### src/design/tskf_pkg.sv
// ----------------------------------------------------------------------------
// tskf_pkg
// Shared types and constants for the three-axis scalar Kalman filter.
// ----------------------------------------------------------------------------
package tskf_pkg;

    localparam int unsigned SAMPLE_WIDTH = 16;
    localparam int unsigned VAR_W   = 15;
    localparam int unsigned NOISE_W = 15;
    localparam int unsigned BIAS_W  = 48;
    localparam int unsigned CFG_IDX_W = 3;
    localparam int unsigned AXES    = 3;
    localparam int unsigned SENSORS = 3;

    localparam logic [VAR_W-1:0] VAR_MAX = 15'h7FFF;

    localparam logic [CFG_IDX_W-1:0] REG_ACCEL_NOISE  = 3'd0;
    localparam logic [CFG_IDX_W-1:0] REG_GYRO_NOISE   = 3'd1;
    localparam logic [CFG_IDX_W-1:0] REG_MAGNET_NOISE = 3'd2;
    localparam logic [CFG_IDX_W-1:0] REG_ACCEL_BIAS   = 3'd3;
    localparam logic [CFG_IDX_W-1:0] REG_GYRO_BIAS    = 3'd4;
    localparam logic [CFG_IDX_W-1:0] REG_MAGNET_BIAS  = 3'd5;

    localparam logic [1:0] FUNC_ACCEL  = 2'd0;
    localparam logic [1:0] FUNC_GYRO   = 2'd1;
    localparam logic [1:0] FUNC_MAGNET = 2'd2;
    localparam logic [1:0] FUNC_UNUSED = 2'd3;

    typedef enum logic [1:0] {
        t_ST_IDLE,
        t_ST_START,
        t_ST_RUN,
        t_ST_OUT
    } t_state;

    typedef enum logic [2:0] {
        t_LS_IDLE,
        t_LS_MUL,
        t_LS_DIV,
        t_LS_FIX,
        t_LS_DONE
    } t_lane_state;

endpackage

### src/design/tskf_div.sv
// ----------------------------------------------------------------------------
// tskf_div
// Restoring serial divider, one quotient bit a cycle, truncates toward zero.
// ----------------------------------------------------------------------------
module tskf_div #(
    parameter int unsigned NUM_W = 48,
    parameter int unsigned DEN_W = 16
) (
    input  logic             i_clk,
    input  logic             i_rst_n,
    input  logic             i_start,
    input  logic [NUM_W-1:0] i_num,
    input  logic [DEN_W-1:0] i_den,
    output logic             o_done,
    output logic [NUM_W-1:0] o_quo
);
    localparam int unsigned CNT_W = $clog2(NUM_W + 1);

    logic [NUM_W-1:0] r_quo, n_quo;
    logic [DEN_W:0]   r_rem, n_rem;
    logic [DEN_W-1:0] r_den;
    logic [CNT_W-1:0] r_cnt;
    logic             r_busy;
    logic             r_done;
    logic [DEN_W:0]   w_trial;

    always_comb begin
        w_trial = {r_rem[DEN_W-1:0], r_quo[NUM_W-1]};
        n_quo   = {r_quo[NUM_W-2:0], 1'b0};
        n_rem   = w_trial;
        if (w_trial >= {1'b0, r_den}) begin
            n_rem    = w_trial - {1'b0, r_den};
            n_quo[0] = 1'b1;
        end
    end

    always_ff @(posedge i_clk) begin
        if (!i_rst_n) begin
            r_busy <= 1'b0;
            r_done <= 1'b0;
            r_cnt  <= '0;
        end else begin
            r_done <= 1'b0;
            if (i_start) begin
                r_busy <= 1'b1;
                r_cnt  <= CNT_W'(NUM_W);
            end else if (r_busy) begin
                r_cnt <= r_cnt - 1'b1;
                if (r_cnt == CNT_W'(1)) begin
                    r_busy <= 1'b0;
                    r_done <= 1'b1;
                end
            end
        end
    end

    always_ff @(posedge i_clk) begin
        if (i_start) begin
            r_quo <= i_num;
            r_rem <= '0;
            r_den <= i_den;
        end else if (r_busy) begin
            r_quo <= n_quo;
            r_rem <= n_rem;
        end
    end

    assign o_done = r_done;
    assign o_quo  = r_quo;
endmodule

### src/design/tskf_lane.sv
// ----------------------------------------------------------------------------
// tskf_lane
// One axis of the scalar Kalman update: multiply, two serial divisions, fix.
// ----------------------------------------------------------------------------
module tskf_lane (
    input  logic                                     i_clk,
    input  logic                                     i_rst_n,
    input  logic                                     i_start,
    input  logic signed [tskf_pkg::SAMPLE_WIDTH-1:0] i_z,
    input  logic signed [tskf_pkg::SAMPLE_WIDTH-1:0] i_s,
    input  logic [tskf_pkg::VAR_W-1:0]               i_p,
    input  logic [tskf_pkg::NOISE_W-1:0]             i_noise,
    output logic                                     o_done,
    output logic signed [tskf_pkg::SAMPLE_WIDTH-1:0] o_s,
    output logic [tskf_pkg::VAR_W-1:0]               o_p
);
    import tskf_pkg::*;

    localparam int unsigned D_W   = SAMPLE_WIDTH + 2;
    localparam int unsigned Q_W   = VAR_W + 1;
    localparam int unsigned NUM_W = SAMPLE_WIDTH + Q_W + 2;

    t_lane_state r_st, n_st;

    logic signed [D_W-1:0]   w_d;
    logic [D_W-1:0]          w_abs;
    logic [VAR_W-1:0]        w_r;
    logic [Q_W-1:0]          w_q;

    logic signed [SAMPLE_WIDTH-1:0] r_s;
    logic signed [D_W-1:0]          r_d;
    logic [VAR_W-1:0]        r_p, r_r;
    logic [Q_W-1:0]          r_q;
    logic [NOISE_W-1:0]      r_noise;
    logic                    r_neg;

    logic signed [NUM_W-1:0] w_num;
    logic [NUM_W-1:0]        w_mag;
    logic [2*VAR_W-1:0]      w_pr;
    logic                    w_div_go;
    logic                    w_done_a, w_done_b;
    logic [NUM_W-1:0]        w_quo_a, w_quo_b;
    logic [NUM_W-1:0]        w_quo_s;
    logic [Q_W:0]            w_np;
    logic signed [SAMPLE_WIDTH-1:0] r_os;
    logic [VAR_W-1:0]        r_op;

    assign w_d   = D_W'(i_z) - D_W'(i_s);
    assign w_abs = w_d[D_W-1] ? D_W'(-w_d) : D_W'(w_d);
    assign w_r   = (w_abs > D_W'(VAR_MAX)) ? VAR_MAX : w_abs[VAR_W-1:0];
    assign w_q   = Q_W'(i_p) + Q_W'(w_r);

    assign w_num = NUM_W'(r_s) * $signed({1'b0, r_q})
                 + NUM_W'($signed({1'b0, r_p})) * NUM_W'(r_d);
    assign w_mag = w_num[NUM_W-1] ? NUM_W'(-w_num) : NUM_W'(w_num);
    assign w_pr  = r_p * r_r;

    assign w_div_go = (r_st == t_LS_MUL) && (r_q != '0);

    tskf_div #(.NUM_W(NUM_W), .DEN_W(Q_W)) u_div_s (
        .i_clk(i_clk), .i_rst_n(i_rst_n), .i_start(w_div_go),
        .i_num(w_mag), .i_den(r_q), .o_done(w_done_a), .o_quo(w_quo_a)
    );

    tskf_div #(.NUM_W(NUM_W), .DEN_W(Q_W)) u_div_p (
        .i_clk(i_clk), .i_rst_n(i_rst_n), .i_start(w_div_go),
        .i_num(NUM_W'(w_pr)), .i_den(r_q), .o_done(w_done_b), .o_quo(w_quo_b)
    );

    assign w_quo_s = r_neg ? NUM_W'(-w_quo_a) : w_quo_a;
    assign w_np    = (Q_W+1)'(w_quo_b[VAR_W-1:0]) + (Q_W+1)'(r_noise);

    always_comb begin
        n_st = r_st;
        case (r_st)
            t_LS_IDLE: if (i_start) n_st = t_LS_MUL;
            t_LS_MUL:  n_st = (r_q == '0) ? t_LS_DONE : t_LS_DIV;
            t_LS_DIV:  if (w_done_a) n_st = t_LS_FIX;
            t_LS_FIX:  n_st = t_LS_DONE;
            t_LS_DONE: n_st = t_LS_IDLE;
            default:   n_st = t_LS_IDLE;
        endcase
    end

    always_ff @(posedge i_clk) begin
        if (!i_rst_n) begin
            r_st <= t_LS_IDLE;
        end else begin
            r_st <= n_st;
        end
    end

    always_ff @(posedge i_clk) begin
        if (r_st == t_LS_IDLE && i_start) begin
            r_s     <= i_s;
            r_d     <= w_d;
            r_p     <= i_p;
            r_r     <= w_r;
            r_q     <= w_q;
            r_noise <= i_noise;
        end
        if (r_st == t_LS_MUL) begin
            r_neg <= w_num[NUM_W-1];
            r_os  <= r_s;
            r_op  <= r_noise;
        end
        if (r_st == t_LS_FIX) begin
            r_os <= w_quo_s[SAMPLE_WIDTH-1:0];
            r_op <= (w_np > (Q_W+1)'(VAR_MAX)) ? VAR_MAX : w_np[VAR_W-1:0];
        end
    end

    assign o_done = (r_st == t_LS_DONE);
    assign o_s    = r_os;
    assign o_p    = r_op;

    logic w_unused;
    assign w_unused = ^{w_done_b, w_quo_b[NUM_W-1:VAR_W]};
endmodule

### config.mk
export PLATFORM = sky130hd
export DESIGN_NAME = tskf_lane
export DESIGN_NICKNAME = d
export VERILOG_FILES = /design/src/design/tskf_pkg.sv /design/src/design/tskf_div.sv /design/src/design/tskf_lane.sv
export SDC_FILE = /design/constraint.sdc
export NUM_CORES = 2
export LEC_CHECK = 0
export BUFFER_PORTS_ARGS = -buffer_cell sky130_fd_sc_hd__buf_2
export CORE_MARGIN = 3
export CORE_UTILIZATION = 45
export DETAILED_ROUTE_END_ITERATION = 8
export MAX_ROUTING_LAYER = met4
export PLACE_DENSITY = 0.63
export SLEW_MARGIN = 40
export SYNTH_ARGS = -nofsm -noshare
export SYNTH_HDL_FRONTEND = slang
export SYNTH_SLANG_ARGS = --single-unit
### constraint.sdc
create_clock -name i_clk -period 15.4 [get_ports i_clk]
set_input_delay 1.54 -clock i_clk [delete_from_list [all_inputs] [get_ports i_clk]]
set_output_delay 1.54 -clock i_clk [all_outputs]
set_load 0.05 [all_outputs]
## Word level (Yosys, flattened, before mapping)

Index checks and enable logic that the tools add are counted.

| word-level totals | value |
|---|---|
| output and inout bits | 32 |
| input port bits | 65 |
| register bits | 260 |

| cells by class | value |
|---|---|
| bitwise gates (word level) | 2 |
| multiplexer cells | 32 |
| equal/unequal tests | 8 |
| order comparisons | 4 |
| multiply operators | 3 |
| reduce and logical (&&, ||, !) cells | 11 |
| add/subtract/negate cells | 11 |

Operators by type and width:

| operator | count |
|---|---|
| $mux 34 | 3 |
| $mux 16 | 5 |
| $mul 16x17->33 | 2 |
| $mux 15 | 4 |
| $mux 30 | 2 |
| $add 33x33->34 | 1 |
| $ge 17x16->1 | 2 |
| $neg 34->34 | 1 |
| $add 15x15->16 | 2 |
| $sub 16x16->16 | 2 |
| $mul 15x15->30 | 1 |
| $mux 6 | 4 |
| $gt 18x15->1 const B | 1 |
| $mux 18 | 1 |
| $neg 17->18 | 1 |
| $sub 16x16->17 | 1 |
| $gt 16x15->1 const B | 1 |
| $logic_not 16->1 | 1 |
| $neg 16->16 | 1 |
| $reduce_bool 16->1 | 1 |
| $eq 6x1->1 const B | 2 |
| $pmux 3 s4 | 1 |
| $sub 6x1->6 const B | 2 |
| $mux 1 | 9 |
| other kinds (13) | 20 |

## Depth between registers and ports, before layout

| depth | value |
|---|---|
| word-level depth | 6 |
| mapped depth | 30 |

## Cells and area by module

Synthesis repeated with hierarchy kept, for this count alone.

| unflattened totals | value |
|---|---|
| cells, all modules | 4,375 |
| area total of the unflattened synthesis | 42,624.6 um2 |

By module, submodules not included:

| module | area each (um2) | cells each | seq. area each (um2) | instances |
|---|---|---|---|---|
| tskf_lane | 34,737.1 | 3,673 | 3,843.7 | 1 |
| tskf_div | 3,943.8 | 351 | 1,981.9 | 2 |

## Least setup slack after synthesis

OpenSTA, ideal clock, no wires.

| timing | value |
|---|---|
| kind | input port to flip-flop |
| from | input port i_start |
| to | register r_d[0] (enable) |
| arrival time | 11.011 ns |
| path slack | 3.578 ns |
| buffers on the path | 0 |
| stages | 1 |
| data required time | 14.590 ns |
| library setup time | 0.810 ns |
| path through | nor4b_1 |

| on the way | value |
|---|---|
| cells in the longest elaborated chain, start to end | 1 |

Ends and longest elaborated chain:

| element | line | RTL |
|---|---|---|
| from (decl) | tskf_lane.sv:8 | `input logic i_start,` |
| $logic_and 1x1->1 | tskf_lane.sv:94 | `if (r_st == t_LS_IDLE && i_start) begin` |
| to (signal assigned) | tskf_lane.sv:96 | `r_d <= w_d;` |
| to (decl) | tskf_lane.sv:31 | `logic signed [D_W-1:0] r_d;` |

Every way passes these cells.
A chain may end at the register's enable or synchronous reset.

## Final worst setup path

| timing | value |
|---|---|
| from | register, netlist name r_d[16] |
| to | register u_div_s.r_quo[32], in the netlist u_div_s.o_quo[32] (data pin) |

| on the way | value |
|---|---|
| cells in the longest elaborated chain, start to end | 5 |

Ends and longest elaborated chain:

| element | line | RTL |
|---|---|---|
| $mul 16x17->33 (*) | tskf_lane.sv:54 | `+ NUM_W'($signed({1'b0, r_p})) * NUM_W'(r_d);` |
| $add 33x33->34 (*) | tskf_lane.sv:54 |  |
| $neg 34->34 | tskf_lane.sv:55 | `assign w_mag = w_num[NUM_W-1] ? NUM_W'(-w_num) : NUM_W'(w_num);` |
| $mux 34 (*) | tskf_lane.sv:55 |  |
| $mux 34 (*) | tskf_div.sv:58 | `if (i_start) begin` |
| to (signal assigned) | tskf_div.sv:59 | `r_quo <= i_num;` |
| to (signal assigned) | tskf_div.sv:63 | `r_quo <= n_quo;` |
| to (decl) | tskf_div.sv:19 | `logic [NUM_W-1:0] r_quo, n_quo;` |

Every way passes the cells marked *; elsewhere a longest branch is shown, timed or not.

==> metrics.md <==
| Metric | Value |
|---|---|
| Status | `finished clean` |
| Crit path largest cell delay | `0.73 ns` |
| Crit start category | `register` |
| Most common cell on crit path | `fa_1` |
| Root Driver | `clkbuf_16` |
| First-pass GRT wire length | `167 mm` |
| Post-DRT Antenna Nets | `0` |
| Pre-Repair DR Iteration Count | `6` |
| Max FO, Critical Path | `15` |
| H-tree depth | `2` |
| Top_reg_cell synth | `edfxtp_1` |
| Max-slew violation count | `0` |
| Worst-skew pair later-pin latency | `0.58 ns` |
| Iteration-0 DRC Markers | `1857` |
| Syn Area/Cell | `9.49 µm²` |
| Crit path capture type | `register` |
| Max-cap violations | `0` |
| Initial cell density of the core | `45.8%` |
| Yosys synthesis warning count | `0` |
| FF+latch count, synth | `260` |
| Xor/xnor cell area share of the yosys netlist | `3.58%` |
| Area of the core | `0.0892 mm²` |
| Routed WL | `101 mm` |
| Period utilisation layout | `58.6%` |
| DIE WIDTH | `307 µm` |
| Finish-stage setup viols | `0` |
| Placed Area | `0.0426 mm²` |
| Vias in the first global route | `30500` |
| Initial antenna violation count | `6` |
| Synth-to-Final Area Change | `7.17%` |
| Die height | `307 µm` |
| Clock Skew | `0.0170 ns` |
| Critical path class | `reg2reg` |
| # port buffers | `96` |
| Site Rows | `109` |
| Fin. Hold Viols | `0` |
| Total GRT Usage | `23.1%` |
| Hold-fix buffers at CTS | `0` |
| Inst Count DP | `5454` |
| Share of cells above drive strength 1 | `5.63%` |
| Postcts setup bufs | `0` |
| # DRC | `0` |
| Drt wl/cell | `18.3 µm` |
| Sequential area share after synthesis | `17.8%` |
| HP Class | `reg2reg` |
| Main combinational cell family by area after synthesis | `adder cells` |
| Synth top area share | `33.8%` |
| Via-to-Cell Ratio | `5.28` |
| Worst EP required | `15.70 ns` |
| Adder-Cell Fraction of Synth Area | `44.9%` |
| Post-synthesis cell type count | `85` |
| Post_cts resized | `0` |
| Filler cells | `8436` |
| Synth Area in Compound Gates | `7.80%` |
| Multiplexer share of the synthesized area | `0.833%` |
| GRT overflow | `0` |
| Post-route cell area | `0.0438 mm²` |
| Fmax | `111 MHz` |
| Post-DP HPWL | `78.6 mm` |
| Critical-path cell with the highest stage delay | `fa_1` |
| Clk sinks | `260` |
| Ys async rst share | `0%` |
| Setup Total Neg Slack | `0 ns` |
| DIE AREA | `0.0945 mm²` |
| # IOs | `97` |
| Largest cells by area after synthesis | `fa_1, edfxtp_1, ha_1, inv_1, and2_1` |
| EDFF count, synth | `206` |
| Net Count, Synth | `5425` |
| Unrepaired setup endpoints after global routing | `false` |
| Final #Nets | `5446` |
| Mapped Cells | `4307` |
| Filler-free cell count of the finished design | `5526` |
| Post-Synth Simple-Gate Area | `15.9%` |
| GPL Wtd Cong | `0.873` |
| Routed vias | `29200` |
| Slew headroom | `36.8%` |
| Leading area contributor after synthesis | `fa_1` |
| Clock Pin Slew Worst Setup and Hold Paths | `0.06 ns` |
| Final hold slack | `0.479 ns` |
| CTS tree | `built` |
| Longest Clk Path Bufs | `3` |
| Worst-Margin Slew | `0.948 ns` |
| Total CTS buffers | `36` |
| Post-Syn Area | `0.0409 mm²` |
| Largest net degree at the start of global routing | `76` |
| Tmin final | `9.02 ns` |
| Worst EP arrival | `9.32 ns` |
-- critical path, delay by kind of cell (launching register included) --
family                   cells  cell delay (ns)
flip-flops                   1             0.68
adder cells (fa/ha/maj)      9             4.55
XOR/XNOR                     2             0.42
AO/OA/AOI/OAI                6             1.49
AND/OR/NAND/NOR              3             1.36
buffers and inverters        5             0.25
-- routing by layer --
metal,GRT usage (%),vias to the layer above,wire (µm)
li1,-,13600,-
met1,30.2,14800,43700
met2,37.2,666,48900
met3,3.83,140,5860
met4,6.40,0,2850
met5,-,-,0
-- cell usage in the layout, fill, tap and decap left out, types with 16 or more instances in the layout --
master	n
fa_1	690
inv_1	826
nand3_1	32
nor2_1	117
buf_2	96
edfxtp_1	206
nand2b_1	31
and2_1	387
o21ai_0	139
o21ai_1	16
nor2b_1	30
nor4_1	16
a21o_1	43
or3_1	16
a211oi_1	19
nor3_1	44
clkbuf_16	37
dfxtp_1	54
a21oi_1	129
nand4_1	22
nand2_1	536
mux2i_1	28
buf_4	52
ha_1	363
xnor2_1	89
xor2_1	78
-- flip-flops by register name (all words and copies together) (netlist names), 16 cells and up --
signal and cells:
u_div_p.o_quo 34, u_div_s.o_quo 34, o_s 16, r_d 17
r_s 16, u_div_p.r_rem 16, u_div_s.r_den 16, r_q 16
u_div_s.r_rem 16
-- synth_stat cells, types with 44 or more instances --
| master | number |
|---|---|
| a21oi_1 | 130 |
| and2_1 | 387 |
| clkbuf_1 | 151 |
| dfxtp_1 | 54 |
| edfxtp_1 | 206 |
| fa_1 | 690 |
| ha_1 | 363 |
| inv_1 | 826 |
| nand2_1 | 537 |
| nor2_1 | 117 |
| nor3_1 | 44 |
| o21ai_0 | 140 |
| xnor2_1 | 89 |
| xor2_1 | 78 |
-- layout make-up --
class | count | area, µm² | area share [%]
Antenna cell | 6 | 15.0 | 0.0343
Sequential cell | 260 | 7270 | 16.6
Clock inverter | 22 | 199 | 0.454
Clock buffer | 43 | 970 | 2.21
Multi-Input combinational cell | 3052 | 29900 | 68.2
Tap cell | 1165 | 1460 | 3.33
Timing Repair Buffer | 151 | 908 | 2.07
Inverter | 827 | 3100 | 7.09
-- kinds of logic after synthesis --
| group | Yosys count |
|---|---|
| xor gates and xnor gates | 167 |
| adders and majority gates | 1053 |
| DFF | 260 |
| muxes | 33 |
| and+or+nand+nor | 1296 |
| buffers and inverters | 995 |
| AOI/OAI and AO/OA | 503 |
-- stage by stage --
stage | setup WS [ns] | util (%)
2_1_floorplan | 3.58 | -
3_3_place_gp | 6.61 | 47.7
3_5_place_dp | 6.45 | 47.8
4_1_cts | 6.45 | 49.1
5_1_grt | 5.84 | 49.1
6_report | 6.38 | 49.1
-- worst paths after layout --
check	depth (start not counted)	start	slack (ns)	to
worst max-delay path	25	r_d[16]$_DFFE_PP_	6.38	u_div_s.o_quo[32]$_DFFE_PP_
worst max register to register	25	r_d[16]$_DFFE_PP_	6.38	u_div_s.o_quo[32]$_DFFE_PP_
worst min register to register	2	u_div_s.r_rem[15]$_SDFFE_PP0P_	0.48	u_div_s.r_rem[15]$_SDFFE_PP0P_
worst min-delay path	2	u_div_s.r_rem[15]$_SDFFE_PP0P_	0.48	u_div_s.r_rem[15]$_SDFFE_PP0P_
Power is not shown: default switching activity piles up to over one toggle a cycle in this logic, so the estimate is an artifact.
